### src/design/hds_pkg.sv
// Shared types and constants for the heat diffusion stencil step unit.
// No dependencies; imported by every module of the block.
package hds_pkg;

  localparam int TEMP_WIDTH  = 16;             // signed Q(TEMP_WIDTH-8).8
  localparam int GAIN_WIDTH  = 16;             // unsigned Q4.12
  localparam int GAIN_FRAC   = 12;
  localparam int LAP_WIDTH   = TEMP_WIDTH + 2; // l - 2c + r, exact
  localparam int PROD_WIDTH  = LAP_WIDTH + GAIN_WIDTH + 1;
  localparam int QUO_WIDTH   = PROD_WIDTH - GAIN_FRAC;
  localparam int SUM_WIDTH   = QUO_WIDTH + 1;

  localparam int QUEUE_DEPTH = 4;
  localparam int QPTR_WIDTH  = $clog2(QUEUE_DEPTH);
  localparam int QCNT_WIDTH  = $clog2(QUEUE_DEPTH + 1);

  localparam int APB_DATA_WIDTH = 32;
  localparam int APB_ADDR_WIDTH = 4;

  // register indexes (paddr[3:2])
  localparam logic [1:0] REG_LEFT_BOUNDARY  = 2'd0;
  localparam logic [1:0] REG_RIGHT_BOUNDARY = 2'd1;
  localparam logic [1:0] REG_DIFFUSION_GAIN = 2'd2;

  // reset values
  localparam logic [TEMP_WIDTH-1:0] LEFT_BOUNDARY_RESET  = TEMP_WIDTH'(25600);
  localparam logic [TEMP_WIDTH-1:0] RIGHT_BOUNDARY_RESET = TEMP_WIDTH'(6400);
  localparam logic [GAIN_WIDTH-1:0] DIFFUSION_GAIN_RESET = GAIN_WIDTH'(40960);

  typedef struct packed {
    logic signed [TEMP_WIDTH-1:0] cell_temp;
    logic                         last_cell;
  } cell_word_t;

  typedef struct packed {
    logic signed [TEMP_WIDTH-1:0] new_temp;
    logic                         last_of_run;
  } result_word_t;

  // One queued job: stencil over (t0,t1,t2), and over (t1,t2,t3) when two_res.
  typedef struct packed {
    logic signed [TEMP_WIDTH-1:0] t0;
    logic signed [TEMP_WIDTH-1:0] t1;
    logic signed [TEMP_WIDTH-1:0] t2;
    logic signed [TEMP_WIDTH-1:0] t3;
    logic                         two_res;
    logic                         last;
  } job_t;

endpackage

### src/design/hds_front.sv
// Front end: accepts cell words, tracks the two-cell window, builds jobs.
// Depends on hds_pkg.
module hds_front import hds_pkg::*; (
  input  logic                         clk,
  input  logic                         rst,
  input  logic                         cell_valid,
  output logic                         cell_stall,
  input  cell_word_t                   cell_word,
  input  logic signed [TEMP_WIDTH-1:0] left_boundary,
  input  logic signed [TEMP_WIDTH-1:0] right_boundary,
  input  logic                         queue_full,
  output logic                         push,
  output job_t                         job
);

  logic                         seen;
  logic signed [TEMP_WIDTH-1:0] left_neighbour;
  logic signed [TEMP_WIDTH-1:0] centre_cell;
  logic                         accept;

  assign cell_stall = queue_full;
  assign accept     = cell_valid & ~queue_full;
  // a first cell that is not also last only fills the window
  assign push       = accept & (seen | cell_word.last_cell);

  always_comb begin
    if (!seen) begin
      job.t0 = left_boundary;
      job.t1 = cell_word.cell_temp;
      job.t2 = right_boundary;
    end else begin
      job.t0 = left_neighbour;
      job.t1 = centre_cell;
      job.t2 = cell_word.cell_temp;
    end
    job.t3      = right_boundary;
    job.two_res = seen & cell_word.last_cell;
    job.last    = cell_word.last_cell;
  end

  always_ff @(posedge clk) begin
    if (rst) begin
      seen <= 1'b0;
    end else if (accept) begin
      seen <= ~cell_word.last_cell;
    end
  end

  always_ff @(posedge clk) begin
    if (accept) begin
      left_neighbour <= seen ? centre_cell : left_boundary;
      centre_cell    <= cell_word.cell_temp;
    end
  end

endmodule

### src/design/hds_queue.sv
// Short job queue between front and back end.
// Depends on hds_pkg.
module hds_queue import hds_pkg::*; (
  input  logic clk,
  input  logic rst,
  input  logic push,
  input  job_t push_job,
  output logic full,
  input  logic pop,
  output logic head_valid,
  output job_t head
);

  job_t                  slots [QUEUE_DEPTH];
  logic [QPTR_WIDTH-1:0] wr_ptr;
  logic [QPTR_WIDTH-1:0] rd_ptr;
  logic [QCNT_WIDTH-1:0] count;
  logic                  do_pop;

  assign full       = (count == QCNT_WIDTH'(QUEUE_DEPTH));
  assign head_valid = (count != '0);
  assign head       = slots[rd_ptr];
  assign do_pop     = pop & head_valid;

  always_ff @(posedge clk) begin
    if (rst) begin
      wr_ptr <= '0;
      rd_ptr <= '0;
      count  <= '0;
    end else begin
      if (push) wr_ptr <= wr_ptr + 1'b1;
      if (do_pop) rd_ptr <= rd_ptr + 1'b1;
      case ({push, do_pop})
        2'b10:   count <= count + 1'b1;
        2'b01:   count <= count - 1'b1;
        default: count <= count;
      endcase
    end
  end

  always_ff @(posedge clk) begin
    if (push) slots[wr_ptr] <= push_job;
  end

endmodule

### src/design/hds_back.sv
// Back end: expands jobs into stencil results; Laplacian, multiply, round/saturate.
// Depends on hds_pkg.
module hds_back import hds_pkg::*; (
  input  logic                  clk,
  input  logic                  rst,
  input  logic                  head_valid,
  input  job_t                  head,
  output logic                  pop,
  input  logic [GAIN_WIDTH-1:0] diffusion_gain,
  output logic                  result_valid,
  input  logic                  result_stall,
  output result_word_t          result
);

  localparam logic signed [SUM_WIDTH-1:0] SAT_MAX =
    SUM_WIDTH'((64'sd1 <<< (TEMP_WIDTH - 1)) - 64'sd1);
  localparam logic signed [SUM_WIDTH-1:0] SAT_MIN = -SAT_MAX - SUM_WIDTH'(1);
  localparam logic signed [PROD_WIDTH-1:0] ROUND_HALF =
    PROD_WIDTH'(1) <<< (GAIN_FRAC - 1);

  logic advance;
  logic take;
  logic phase;

  logic signed [TEMP_WIDTH-1:0] op_l, op_c, op_r;
  logic signed [LAP_WIDTH-1:0]  lap;
  logic                         op_last;

  logic                         s1_valid;
  logic signed [TEMP_WIDTH-1:0] s1_c;
  logic signed [LAP_WIDTH-1:0]  s1_lap;
  logic                         s1_last;

  logic                         s2_valid;
  logic signed [TEMP_WIDTH-1:0] s2_c;
  logic signed [PROD_WIDTH-1:0] s2_prod;
  logic                         s2_last;

  logic signed [PROD_WIDTH-1:0] rounded;
  logic signed [QUO_WIDTH-1:0]  quo;
  logic signed [SUM_WIDTH-1:0]  sum;
  logic signed [TEMP_WIDTH-1:0] sat;

  // pipeline moves whenever the output register is free or being taken
  assign advance = ~result_valid | ~result_stall;
  assign take    = advance & head_valid;
  assign pop     = take & (phase | ~head.two_res);

  always_comb begin
    if (phase) begin
      op_l = head.t1;
      op_c = head.t2;
      op_r = head.t3;
    end else begin
      op_l = head.t0;
      op_c = head.t1;
      op_r = head.t2;
    end
    op_last = head.last & (phase | ~head.two_res);
    lap = LAP_WIDTH'(op_l) - (LAP_WIDTH'(op_c) <<< 1) + LAP_WIDTH'(op_r);
  end

  always_comb begin
    rounded = s2_prod + ROUND_HALF;
    quo     = rounded[PROD_WIDTH-1:GAIN_FRAC];
    sum     = SUM_WIDTH'(quo) + SUM_WIDTH'(s2_c);
    if (sum > SAT_MAX) begin
      sat = SAT_MAX[TEMP_WIDTH-1:0];
    end else if (sum < SAT_MIN) begin
      sat = SAT_MIN[TEMP_WIDTH-1:0];
    end else begin
      sat = sum[TEMP_WIDTH-1:0];
    end
  end

  always_ff @(posedge clk) begin
    if (rst) begin
      phase        <= 1'b0;
      s1_valid     <= 1'b0;
      s2_valid     <= 1'b0;
      result_valid <= 1'b0;
    end else if (advance) begin
      if (take) phase <= head.two_res & ~phase;
      s1_valid     <= take;
      s2_valid     <= s1_valid;
      result_valid <= s2_valid;
    end
  end

  always_ff @(posedge clk) begin
    if (advance) begin
      s1_c               <= op_c;
      s1_lap             <= lap;
      s1_last            <= op_last;
      s2_c               <= s1_c;
      s2_prod            <= $signed({1'b0, diffusion_gain}) * s1_lap;
      s2_last            <= s1_last;
      result.new_temp    <= sat;
      result.last_of_run <= s2_last;
    end
  end

endmodule

### src/design/heat_diffusion_stencil_step_unit.sv
// Heat diffusion stencil step unit: one explicit Euler step of 1-D heat flow.
// A completing cell word passes the job queue, stages s1 and s2, then the
// output register. One cell word per cycle unless cell_stall; the back end emits
// one result a cycle unless result_stall, a row-end job holding the queue head for both results.
// Reset (rst, synchronous): queue and pipeline empty, row restarts, registers
// return to left 100.0, right 25.0, gain 10.0. Depends on hds_pkg.
module heat_diffusion_stencil_step_unit import hds_pkg::*; (
  input  logic                      clk,
  input  logic                      rst,
  // cell words in
  input  logic                      cell_valid,
  output logic                      cell_stall,
  input  cell_word_t                cell_word,
  // result words out
  output logic                      result_valid,
  input  logic                      result_stall,
  output result_word_t              result,
  // APB register port
  input  logic                      psel,
  input  logic                      penable,
  input  logic                      pwrite,
  input  logic [APB_ADDR_WIDTH-1:0] paddr,
  input  logic [APB_DATA_WIDTH-1:0] pwdata,
  output logic [APB_DATA_WIDTH-1:0] prdata,
  output logic                      pready
);

  logic signed [TEMP_WIDTH-1:0] left_boundary;
  logic signed [TEMP_WIDTH-1:0] right_boundary;
  logic        [GAIN_WIDTH-1:0] diffusion_gain;
  logic                         reg_write;
  logic [1:0]                   reg_index;

  logic queue_full;
  logic push;
  job_t push_job;
  logic pop;
  logic head_valid;
  job_t head;

  // ---------------------------------------------------------------------------
  // Register file. Writes land in the access phase; unknown indexes drop.
  // Boundaries are sampled by the front end as cells arrive, the gain by the
  // back end at multiply time (the gain is to be changed only while the block is idle; the block does not enforce it).
  // ---------------------------------------------------------------------------
  assign pready    = 1'b1;
  assign reg_index = paddr[3:2];
  assign reg_write = psel & penable & pwrite & pready;

  always_ff @(posedge clk) begin
    if (rst) begin
      left_boundary  <= LEFT_BOUNDARY_RESET;
      right_boundary <= RIGHT_BOUNDARY_RESET;
      diffusion_gain <= DIFFUSION_GAIN_RESET;
    end else if (reg_write) begin
      case (reg_index)
        REG_LEFT_BOUNDARY:  left_boundary  <= pwdata[TEMP_WIDTH-1:0];
        REG_RIGHT_BOUNDARY: right_boundary <= pwdata[TEMP_WIDTH-1:0];
        REG_DIFFUSION_GAIN: diffusion_gain <= pwdata[GAIN_WIDTH-1:0];
        default: ;
      endcase
    end
  end

  // reads: boundaries sign extended, gain zero extended
  always_comb begin
    case (reg_index)
      REG_LEFT_BOUNDARY:  prdata = APB_DATA_WIDTH'(left_boundary);
      REG_RIGHT_BOUNDARY: prdata = APB_DATA_WIDTH'(right_boundary);
      REG_DIFFUSION_GAIN: prdata = APB_DATA_WIDTH'(diffusion_gain);
      default:            prdata = '0;
    endcase
  end

  // ---------------------------------------------------------------------------
  // Front end: holds left neighbour and centre cell, turns each cell word into
  // zero or one queued job (a job may carry two stencils at row end).
  // ---------------------------------------------------------------------------
  hds_front u_front (
    .clk            (clk),
    .rst            (rst),
    .cell_valid     (cell_valid),
    .cell_stall     (cell_stall),
    .cell_word      (cell_word),
    .left_boundary  (left_boundary),
    .right_boundary (right_boundary),
    .queue_full     (queue_full),
    .push           (push),
    .job            (push_job)
  );

  // Decoupling queue; absorbs the extra result at each row end and
  // downstream stalls, so the front keeps taking words until the queue fills.
  hds_queue u_queue (
    .clk        (clk),
    .rst        (rst),
    .push       (push),
    .push_job   (push_job),
    .full       (queue_full),
    .pop        (pop),
    .head_valid (head_valid),
    .head       (head)
  );

  // Back end: Laplacian, gain multiply, round half up, add and saturate,
  // ending in the output register.
  hds_back u_back (
    .clk            (clk),
    .rst            (rst),
    .head_valid     (head_valid),
    .head           (head),
    .pop            (pop),
    .diffusion_gain (diffusion_gain),
    .result_valid   (result_valid),
    .result_stall   (result_stall),
    .result         (result)
  );

endmodule
### config.mk
export PLATFORM = sky130hd
export DESIGN_NAME = heat_diffusion_stencil_step_unit
export DESIGN_NICKNAME = d
export VERILOG_FILES = /design/src/design/hds_pkg.sv /design/src/design/hds_front.sv /design/src/design/hds_queue.sv /design/src/design/hds_back.sv /design/src/design/heat_diffusion_stencil_step_unit.sv
export SDC_FILE = /design/constraint.sdc
export NUM_CORES = 1
export LEC_CHECK = 0
export BUFFER_PORTS_ARGS = -buffer_cell sky130_fd_sc_hd__buf_2
export CAP_MARGIN = 15
export CORE_AREA = 2 2 362 364
export DETAILED_ROUTE_END_ITERATION = 6
export DIE_AREA = 0 0 364 366
export GPL_TIMING_DRIVEN = 0
export HOLD_SLACK_MARGIN = 0.05
export MAX_ROUTING_LAYER = met4
export PLACE_DENSITY = 0.36
export SKIP_LAST_GASP = 1
export SYNTH_ARGS = -nofsm -noshare
export SYNTH_HDL_FRONTEND = slang
export SYNTH_SLANG_ARGS = --single-unit
### constraint.sdc
create_clock -name clk -period 7.2 [get_ports clk]
set_input_delay 0.36 -clock clk [delete_from_list [all_inputs] [get_ports clk]]
set_output_delay 0.36 -clock clk [all_outputs]
set_load 0.005 [all_outputs]
==> metrics.md, run 1 <==
| Metric | Value |
|---|---|
| # setup viols final | `0` |
| # port buffers | `approximately 90` |
| Commonest non-fill, non-tap cell in the layout | `inv_1` |
| Synthesized area | `30900 um^2` |
| Slew headroom | `a little over a fifth` |
| Initial antenna violation count | `3` |
| Setup TNS | `0 ns` |
| Crit path max-delay family | `adder cells` |
| Leak Pwr | `0.0146 uW` |
| Max Clock Skew | `0.0291 ns` |
| TritonCTS clock tree | `done` |
| DRT Wirelength | `roughly 90 mm` |
| ANT cells | `0` |
| Vias in the first global route | `between 20k and 25k` |
| Die ar. | `roughly 130000 um^2` |
| CTS H-tree depth | `2` |
| Final ANT Viol Nets | `0` |
| F_max | `about 150 MHz` |
| P&R area growth vs syn | `16.2%` |
| Crit path buf inv count | `3` |
| CP max stage cell | `fa_1` |
| Util after Layout | `between 20% and 30%` |
| Clk slew on worst S/H paths | `approximately 0.060 ns` |
| Post-DP HPWL | `~71 mm` |
| Post-synthesis sequential area ratio | `about two fifths` |
| Data arrival time of the critical path | `~7.2 ns` |
| Crit path cell chain | `clkbuf_2 > clkbuf_1 > nand2_1 > fa_1 > inv_1 > fa_1 > fa_1 > fa_1 > fa_1 > fa_1 > ha_1 > nand3_1 > o21bai_1 > a31oi_1 > o21ai_1 > o21bai_1 > a21o_1 > a21oi_1 > xnor2_1` |
| Critical path's most frequent cell | `fa_1` |
| First-pass GRT wire length | `135 mm` |
| Design area | `between 30000 and 40000 um^2` |
| CTS Root Cell | `clkbuf_16` |
| Max FO, Critical Path | `10` |
| IR drop worst, VDD | `just over 0.0002 V` |
| Starting DRT DRC Count | `891` |
| Gate Count Post-Synth | `2635` |
| Share of layout cells above drive strength 1 | `12.0%` |
| Via count | `around 19k` |
| Startpoint types | `register` |
| Hold slack | `approximately 0.18 ns` |
| Seq cells post-synth | `approximately 450` |
| Worst endpoint required time | `roughly 7.6 ns` |
| Final Wtd Congestion | `roughly 0.84` |
| Syn Area/Cell | `approximately 12 um^2` |
| Core footprint | `about 130000 um^2` |
| Async SR Flop Fraction | `0%` |
| Via/cell ratio | `~4.2` |
| Die height | `approximately 370 um` |
| GR Overflow Total | `0` |
| Pre-antenna DRT Iters | `5` |
| Most frequent cells in the layout | `439 x inv_1, 389 x edfxtp_1, 388 x nand2_1` |
| Clock Sinks | `~450` |
| Final Hold Viols | `0` |
| Min cycle time layout | `6.83 ns` |
| I/O pin count | `approximately 110` |
| TritonCTS Buffers | `53` |
| Slew Viols, Final | `0` |
| GRT Util Overall | `14.0%` |
| Starting Density | `24.0%` |
| EDFF count, synth | `about 390` |
| Worst Tran Pin Value | `around 1.2 ns` |
| Width of the die | `between 300 and 400 um` |
| Max_cap viols | `0` |
| CP peak stage delay | `approximately 0.56 ns` |
| Largest net degree at the start of global routing | `62` |
| Final worst path period share | `between 90 and 100%` |
| Top FF cell, synth | `edfxtp_1` |
| Yosys warnings | `0` |
| Nets | `3329` |
| Syn Nets | `3137` |
| WS Path Type | `register to register` |
| Crit. End Element | `register` |
| PwrDens | `between 400 and 500 nW/um^2` |
| HP Class | `input pin to register` |
| Clk_lat worst skew | `0.65 ns` |
| Max clock buf depth | `3` |
| Wire per inst | `roughly 19 um` |
| Area after DPL | `about 34000 um^2` |
| Yosys cell types | `69` |
| # DRC | `0` |
| Status | `finished clean` |
| Rows | `132` |
| RSZ-0062 raised after global routing | `yes` |
==> stage by stage <==
| stage | setup slack, ns | std cells | total power, uW |
|---|---|---|---|
| after floorplan | 0.986 | 2635 | 10500 |
| after global placement | -0.0497 | 4468 | 12800 |
| after detailed placement | -0.123 | 4476 | 12900 |
| after CTS | 0.0400 | 4610 | 15800 |
| after global routing | -0.0523 | 4614 | 17000 |
| final | 0.373 | 4614 | 15500 |
==> cell usage after synthesis, types with 4 or more instances <==
| library cell | n | share of area (%) |
|---|---|---|
| mux2_2 | 34 | 1.2 |
| o211ai_1 | 4 | 0.097 |
| o21bai_1 | 6 | 0.15 |
| nand3b_1 | 8 | 0.19 |
| inv_1 | 441 | 5.4 |
| a21o_1 | 15 | 0.36 |
| nand3_1 | 26 | 0.42 |
| o21ai_0 | 54 | 0.87 |
| a31oi_1 | 7 | 0.14 |
| mux4_2 | 66 | 4.8 |
| a21oi_1 | 84 | 1.4 |
| nor3_1 | 14 | 0.23 |
| a211oi_1 | 5 | 0.12 |
| dfxtp_1 | 62 | 4.0 |
| fa_1 | 309 | 20 |
| and2_1 | 123 | 2.5 |
| buf_1 | 8 | 0.097 |
| xor2_1 | 29 | 0.82 |
| o31ai_1 | 4 | 0.097 |
| nor2b_1 | 10 | 0.20 |
| nor2_1 | 65 | 0.79 |
| or3_1 | 4 | 0.081 |
| edfxtp_1 | 389 | 38 |
| o21ai_2 | 10 | 0.28 |
| ha_1 | 133 | 5.4 |
| and3_1 | 20 | 0.40 |
| clkbuf_1 | 95 | 1.2 |
| mux2i_1 | 50 | 1.6 |
| nand4_1 | 10 | 0.20 |
| nand2_1 | 389 | 4.7 |
| xnor2_1 | 59 | 1.7 |
| nand2b_1 | 25 | 0.51 |
| buf_4 | 17 | 0.41 |
| o21a_1 | 7 | 0.17 |
==> path summary, 6_finish.rpt <==
path	start	end	slack, ns	cells past startpoint
hold reg to reg	u_back.s1_last	u_back.s2_last	0.42	0
hold / removal	cell_valid	u_front.seen	0.18	4
setup reg to reg	diffusion_gain[12]	u_back.s2_prod[29]	0.37	19
setup / recovery	diffusion_gain[12]	u_back.s2_prod[29]	0.37	19
==> final cells by class <==
type | count | area (um^2)
Clock buffer | 60 | 1370
Multi-Input combinational cell | 1620 | 15800
Timing Repair Buffer | 137 | 1020
Buffer | 123 | 557
Fill cell | 13400 | 93100
Clock inverter | 40 | 392
Inverter | 441 | 1660
Sequential cell | 451 | 12900
Tap cell | 1742 | 2180
==> timing repair <==
action	4_1_cts	5_1_grt
hold endpoints to repair	71	0
hold buffers	34	0
gates resized for setup	3	18
gates cloned	0	0
buffers inserted	0	2
setup endpoints to repair	3	6
==> cells by family after synthesis <==
family | Yosys count | synth area share, %
and+or+nand+nor | 707 | 10.6
buffers and inverters | 564 | 7.11
DFF | 451 | 41.8
adders and majority gates | 442 | 25.4
AOI/OAI and AO/OA | 232 | 4.88
muxes | 150 | 7.67
xor gates and xnor gates | 88 | 2.49
other | 1 | 0.0121
==> power by group <==
part	total [uW]	internal, uW	switching (uW)	leakage [uW]
registers	4070	3690	388	0.00423
clock network	2760	1590	1170	0.000862
logic	8680	3640	5050	0.00947
==> worst min-delay path: stages <==
cell and delay [ns]:
buf_2 0.10, nand2b_1 0.14, a21oi_1 0.09, nor2_1 0.07
==> sequential cells by signal, summed over array words and instances (netlist names), 17 cells and up, named ones only <==
signal and count:
u_back.s2_prod 24, u_back.result 17, u_back.s1_lap 18, u_queue.slots 264
==> metal layers <==
metal  wire length, um  global-route usage, %
met3              3610                   2.21
met2             42800                   23.1
met1             41400                   18.1
met5                 0                      -
met4              1720                   3.02
No activity file was read; power rests on OpenSTA's default activity.
==> inputs of run 2 (changes only) <==
--- a/config.mk
+++ b/config.mk
@@ -7,9 +7,9 @@
 export LEC_CHECK = 0
 export BUFFER_PORTS_ARGS = -buffer_cell sky130_fd_sc_hd__buf_2
 export CAP_MARGIN = 15
-export CORE_AREA = 2 2 362 364
+export CORE_AREA = 2 2 364 366
 export DETAILED_ROUTE_END_ITERATION = 6
-export DIE_AREA = 0 0 364 366
+export DIE_AREA = 0 0 366 368
 export GPL_TIMING_DRIVEN = 0
 export HOLD_SLACK_MARGIN = 0.05
 export MAX_ROUTING_LAYER = met4
@@ -17,4 +17,5 @@
 export SKIP_LAST_GASP = 1
 export SYNTH_ARGS = -nofsm -noshare
 export SYNTH_HDL_FRONTEND = slang
+export SYNTH_HIERARCHICAL = 1
 export SYNTH_SLANG_ARGS = --single-unit
==> run 2 against run 1 <==
  * Cell count is 0.67% lower
  * Clock power hardly changed
  * Sequential power is 10% lower
  * Highest routed layer unchanged
  * Total power is 16% lower
  * Final area is 1.6% higher
==> metrics.md, run 2 <==
| Metric | Value |
|---|---|
| Status | `finished clean` |
| F_max | `approximately 150 MHz` |
| Worst Tran Pin Value | `1.06 ns` |
| Worst Reg2Reg Path Length in Cells | `26` |
| Core footprint | `131000 um^2` |
| Yosys warnings | `6` |
| CTS H-tree depth | `2` |
| Startpoint types | `register` |
| Top FF cell, synth | `edfxtp_1` |
| IR drop worst, VDD | `approximately 0.00021 V` |
| Initial antenna violation count | `9` |
| Max_cap viols | `0` |
| Reg2Reg Launch Point | `diffusion_gain[8]` |
| Post-DP HPWL | `between 70 and 80 mm` |
| Final worst path period share | `between 90% and 100%` |
| First-pass GRT wire length | `approximately 140 mm` |
| Count leader, synth | `inv_1` |
| Clk slew on worst S/H paths | `roughly 0.060 ns` |
| Reg area | `12900 um^2` |
| Area occupied by multi-input gates | `between 15000 and 20000 um^2` |
| Hold Path Depth | `1` |
| # port buffers | `just over 90` |
| Clock share of power | `between 20% and 30%` |
| # DRC | `0` |
| Worst R2R Setup Slack | `0.30 ns` |
| Async SR Flop Fraction | `0%` |
| Syn Area/Cell | `between 10 and 15 um^2` |
| Register with the most flip-flops | `u_queue/slots` |
| Int Pwr | `approximately 7800 uW` |
| Area after DPL | `between 30000 and 40000 um^2` |
| Comb pwr share | `50.9%` |
| Via count | `about 19k` |
| Hold slack | `0.0638 ns` |
| Starting Density | `between 20% and 30%` |
| TritonCTS clock tree | `done` |
| Sequential Power Share | `approximately 28%` |
| Die height | `around 370 um` |
| Syn Nets | `just over 3k` |
| Largest register FFs | `264` |
| Vias in the first global route | `between 20k and 25k` |
| Design area | `between 30000 and 40000 um^2` |
| R2r endpoint | `u_back/s2_prod[31]` |
| RSZ-0062 raised after global routing | `yes` |
| # setup viols final | `0` |
| Area leader, netlist | `edfxtp_1` |
| GRT Util Overall | `between 10% and 20%` |
| TritonCTS Buffers | `53` |
| Gate Count Post-Synth | `approximately 2.6k` |
| Synth top cells by count | `440 x inv_1, 389 x edfxtp_1, 309 x fa_1` |
| Leak Pwr | `about 0.015 uW` |
| Max clock buf depth | `3` |
| Slew headroom | `between 20% and 30%` |
| Most frequent cells in the layout | `438 x inv_1, 389 x edfxtp_1, 306 x fa_1` |
| Synth top area share | `37.4%` |
| Final Wtd Congestion | `around 0.83` |
| Final Hold Viols | `0` |
| Hold worst-path end | `u_front/centre_cell[14]` |
| Min cycle time layout | `6.90 ns` |
| Pre-antenna DRT Iters | `5` |
| # fillers | `about 14k` |
| P&R area growth vs syn | `16.9%` |
| I/O pin count | `around 110` |
| DRT Wirelength | `95.5 mm` |
| Die ar. | `135000 um^2` |
| Via/cell ratio | `between 4 and 5` |
| Slew Viols, Final | `0` |
| CTS Root Cell | `clkbuf_16` |
| Clk_lat worst skew | `around 0.63 ns` |
| Max Clock Skew | `about 0.056 ns` |
| Yosys cell types | `72` |
| HP Class | `input pin to register` |
| Crit. End Element | `register` |
| PwrDens | `357 nW/um^2` |
| Commonest non-fill, non-tap cell in the layout | `inv_1` |
| Min-delay src | `cell_word[15]` |
| Width of the die | `366 um` |
| Clock Sinks | `between 400 and 500` |
| Biggest registers after layout | `u_queue/slots x264, u_back/s2_prod x24, u_back/s1_lap x18` |
| Post-synthesis sequential area ratio | `between 40 and 50%` |
| Data arrival time of the critical path | `roughly 7.2 ns` |
| EDFF count, synth | `~400` |
| Rows | `around 130` |
| Largest net degree at the start of global routing | `a little under 70` |
| Max FO, Critical Path | `10` |
| GR Overflow Total | `0` |
| Switch share | `40.5%` |
| WS Path Type | `register to register` |
| Starting DRT DRC Count | `1030` |
| Synthesized area | `approximately 31000 um^2` |
| Final ANT Viol Nets | `0` |
| Seq cells post-synth | `approximately 450` |
| Wire per inst | `approximately 21 um` |
| Psw | `around 5300 uW` |
| Largest cells by area after synthesis | `edfxtp_1 37%, fa_1 20%, ha_1 5.3%, inv_1 5.3%, mux4_2 4.8%` |
| Share of layout cells above drive strength 1 | `between 10% and 20%` |
| Worst endpoint required time | `approximately 7.5 ns` |
| Nets | `~3.3k` |
[run 2: per-layer routing]
metal	wire length [um]	up-vias	global-route usage (%)
li1	-	8876	-
met1	45000	9985	19.7
met2	46200	336	24.3
met3	2990	77	1.71
met4	1320	0	2.23
met5	0	-	-
[run 2: layout make-up]
type / count / area share, %
multi-input combinational: 1556 / 43.7
sequential: 451 / 35.4
tap: 1755 / 6.02
inverter: 440 / 4.54
clock buffer: 73 / 4.18
timing repair buffer: 152 / 3.01
buffer: 128 / 2.31
clock inverter: 27 / 0.768
antenna: 1 / 0.00686
[run 2: kinds of logic (layout without fill, tap and decap cells)]
family                   after synthesis  count (layout)  share of synthesized area (%)
AND/OR/NAND/NOR                      637             637                           9.98
adder cells (fa/ha/maj)              442             442                           25.1
other                                  1               2                         0.0120
AO/OA/AOI/OAI                        193             193                           4.11
multiplexers                         196             196                           9.23
XOR/XNOR                              87              87                           2.44
buffers and inverters                569             820                           7.68
flip-flops                           451             451                           41.4
[run 2: what timing repair did]
action | 4_1_cts | 5_1_grt
hold buffers | 28 | 0
gates resized for setup | 53 | 52
endpoints found under the hold margin | 53 | 0
setup endpoints to repair | 16 | 9
setup buffers | 12 | 12
pin swaps | 1 | 1
[run 2: worst max-delay path by stage]
stage                           start                  to  slack (ns)
global route        diffusion_gain[8]  u_back/s2_prod[31]       -0.04
detailed placement  diffusion_gain[3]  u_back/s2_prod[34]        -1.0
CTS                 diffusion_gain[8]  u_back/s2_prod[34]       -0.03
global placement    diffusion_gain[7]  u_back/s2_prod[34]       -1.58
floorplan           diffusion_gain[2]  u_back/s2_prod[31]        0.83
finish              diffusion_gain[8]  u_back/s2_prod[31]        0.30
[run 2: critical path: stages (launching register included)]
cell and delay (ns):
dfxtp_1 0.45, buf_4 0.24, clkbuf_4 0.25, nand2_1 0.10, fa_1 0.56, inv_1 0.06, fa_1 0.49, inv_1 0.05
fa_1 0.57, inv_1 0.07, fa_1 0.50, fa_1 0.53, inv_1 0.05, fa_1 0.48, inv_1 0.04, ha_1 0.34
nand3_1 0.13, a2111oi_2 0.38, a211oi_2 0.10, buf_4 0.19, o211ai_1 0.16, buf_4 0.15, a31oi_2 0.10, nor2b_1 0.16
o21ai_0 0.12, nor2b_1 0.15, xnor2_1 0.13
[run 2: per-stage QoR]
step,setup WS (ns),utilization (%),power [uW],setup TNS (ns),std cells
final,0.304,27.9,13000,0,4583
after global routing,-0.0358,27.9,14200,-0.0358,4582
after CTS,-0.0290,27.8,13300,-0.0290,4569
after detailed placement,-0.999,26.0,10300,-6.80,4430
after global placement,-1.58,25.9,10300,-257.28,4423
after floorplan,0.829,-,8220,0,2576
[run 2: power by group through the flow]
stage                     sequential [uW]  combinational [uW]  clock [uW]
after floorplan                      3590                4630           0
after global placement               3810                6530           0
after detailed placement             3810                6540           0
after CTS                            3680                6760        2840
after global routing                 3690                7550        2940
final                                3650                6630        2750
==> inputs of run 3 (changes only) <==
--- a/config.mk
+++ b/config.mk
@@ -14,6 +14,7 @@
 export HOLD_SLACK_MARGIN = 0.05
 export MAX_ROUTING_LAYER = met4
 export PLACE_DENSITY = 0.36
+export SETUP_SLACK_MARGIN = 0.4
 export SKIP_LAST_GASP = 1
 export SYNTH_ARGS = -nofsm -noshare
 export SYNTH_HDL_FRONTEND = slang
==> run 3 against run 2 <==
  * Wire length increased by 1.1%
  * Global-route usage increased by 0.14 points
  * Clock power about the same
  * Largest cell class unchanged
  * Maximum frequency increased by 4.4%
  * Largest power group unchanged
  * Register-to-register slack improved by 0.29 ns
  * First-iteration DRC count increased by 3.1%
==> metrics.md, run 3 (same netlist as run 2, synthesis figures left out) <==
| Metric | Value |
|---|---|
| Startpoint types | `register` |
| Largest register FFs | `approximately 260` |
| Status | `finished clean` |
| Worst Reg2Reg Path Length in Cells | `25` |
| GR Overflow Total | `0` |
| Data arrival time of the critical path | `between 6 and 7 ns` |
| Via count | `approximately 19k` |
| Final worst path period share | `about nine tenths` |
| Die height | `between 300 and 400 um` |
| Nets | `about 3.3k` |
| TritonCTS Buffers | `53` |
| Share of layout cells above drive strength 1 | `between 10% and 20%` |
| Register with the most flip-flops | `u_queue/slots` |
| IR drop worst, VDD | `~0.00021 V` |
| Clk slew on worst S/H paths | `roughly 0.060 ns` |
| Most frequent cells in the layout | `439 x inv_1, 389 x edfxtp_1, 304 x fa_1` |
| Max Clock Skew | `around 0.056 ns` |
| Util after Layout | `roughly 28%` |
| Max FO, Critical Path | `10` |
| Wire per inst | `between 20 and 25 um` |
| Starting DRT DRC Count | `approximately 1.1k` |
| Reg2Reg Launch Point | `diffusion_gain[8]` |
| CTS Root Cell | `clkbuf_16` |
| Pre-antenna DRT Iters | `5` |
| F_max | `151 MHz` |
| Final Total Pwr | `between 10000 and 15000 uW` |
| PwrDens | `approximately 360 nW/um^2` |
| Min-delay src | `cell_word[15]` |
| Commonest non-fill, non-tap cell in the layout | `inv_1` |
| TritonCTS clock tree | `done` |
| Max clock buf depth | `3` |
| Crit. End Element | `register` |
| # DRC | `0` |
| HP Class | `input pin to register` |
| Width of the die | `~370 um` |
| Starting Density | `between 20% and 30%` |
| R2r endpoint | `u_back/s2_prod[34]` |
| GRT Util Overall | `14.8%` |
| Final ANT Viol Nets | `0` |
| Final Hold Viols | `0` |
| Rows | `~130` |
| Leak Pwr | `0.0152 uW` |
| # setup viols final | `0` |
| Post-DP HPWL | `73.7 mm` |
| I/O pin count | `about 110` |
| RSZ-0062 raised after global routing | `yes` |
| Slew Viols, Final | `0` |
| Core footprint | `131000 um^2` |
| Slew headroom | `roughly 30%` |
| Biggest registers after layout | `u_queue/slots x264, u_back/s2_prod x24, u_back/s1_lap x18` |
| # port buffers | `a little over 90` |
| Vias in the first global route | `between 20k and 25k` |
| Via/cell ratio | `approximately 4.2` |
| Clock Sinks | `roughly 450` |
| Min cycle time layout | `roughly 6.6 ns` |
| WS Path Type | `register to register` |
| DRT Wirelength | `approximately 97 mm` |
| Final Wtd Congestion | `between 0.8 and 0.9` |
| Worst endpoint required time | `7.51 ns` |
| Clk_lat worst skew | `between 0.6 and 0.7 ns` |
| P&R area growth vs syn | `18.0%` |
| Initial antenna violation count | `9` |
| Setup TNS | `0 ns` |
| Max_cap viols | `0` |
| Largest net degree at the start of global routing | `69` |
| Design area | `between 30000 and 40000 um^2` |
| Hold worst-path end | `u_front/centre_cell[14]` |
| Area after DPL | `34100 um^2` |
| First-pass GRT wire length | `around 140 mm` |
| Worst R2R Setup Slack | `0.59 ns` |
| Die ar. | `about 130000 um^2` |
| Hold Path Depth | `1` |
| CTS H-tree depth | `2` |
| Worst Tran Pin Value | `about 1.0 ns` |
## run 3: changes by cell type in the layout (fill, tap and decap cells not counted), sizes merged
cell,previous run,this run
buf,202,224
clkbuf,123,113
dlygate4sd3,28,29
## run 3: worst max-delay path, cell delays in order (launching register included)
cell and delay, ns:
dfxtp_2 0.39, clkbuf_8 0.20, buf_6 0.17, nand2_1 0.09, fa_1 0.55, inv_1 0.06, fa_1 0.49, inv_1 0.05
fa_1 0.58, inv_1 0.07, fa_1 0.50, fa_1 0.53, inv_1 0.05, fa_1 0.48, inv_1 0.06, ha_4 0.28
nand3_1 0.14, a2111oi_4 0.33, a211oi_2 0.10, buf_4 0.19, o21ai_2 0.25, a211oi_2 0.13, nor3b_2 0.24, o21a_1 0.14
nor2_1 0.05, xnor2_1 0.13
## run 3: through the flow
stage / instances / worst slack [ns] / hold slack (ns)
5_1_grt: 4595 / 0.366 / 0.0510
3_3_place_gp: 4423 / -1.58 / 0.408
4_1_cts: 4584 / 0.376 / 0.0704
3_5_place_dp: 4430 / -0.999 / 0.408
2_1_floorplan: 2576 / 0.829 / 0.400
6_report: 4596 / 0.595 / 0.0765
## run 3: power breakdown
part	total [uW]	switching, uW	internal (uW)
clock	2750	1120	1630
combinational	6900	4050	2850
sequential	3590	200	3390
## run 3: worst max path at each step
stage / cells past startpoint / to / slack [ns] / startpoint
detailed placement: 23 / u_back/s2_prod[34] / -1.0 / diffusion_gain[3]
floorplan: 21 / u_back/s2_prod[31] / 0.83 / diffusion_gain[2]
global route: 23 / u_back/s2_prod[31] / 0.37 / diffusion_gain[2]
global placement: 21 / u_back/s2_prod[34] / -1.58 / diffusion_gain[7]
finish: 25 / u_back/s2_prod[34] / 0.59 / diffusion_gain[8]
CTS: 25 / u_back/s2_prod[34] / 0.38 / diffusion_gain[8]
## run 3: what timing repair did
| action | in CTS | in global routing |
|---|---|---|
| hold buffers | 29 | 0 |
| pin swaps | 3 | 5 |
| buffers inserted | 25 | 10 |
| endpoints found under the setup margin | 22 | 8 |
| gates resized for setup | 103 | 64 |
| hold endpoints to repair | 54 | 0 |
## run 3: final cells by class
type | count | area, um^2
clock buffer | 73 | 1520
antenna | 1 | 2.50
tap | 1755 | 2200
sequential | 451 | 12900
fill | 13600 | 94000
timing repair buffer | 164 | 1200
inverter | 440 | 1660
buffer | 129 | 961
multi-input combinational | 1556 | 16100
clock inverter | 27 | 280
## run 3: layer usage
layer	share of wire (%)	track usage, %
met3	3.1	1.78
met5	0	-
met4	1.6	2.49
met1	47	19.7
met2	49	24.6
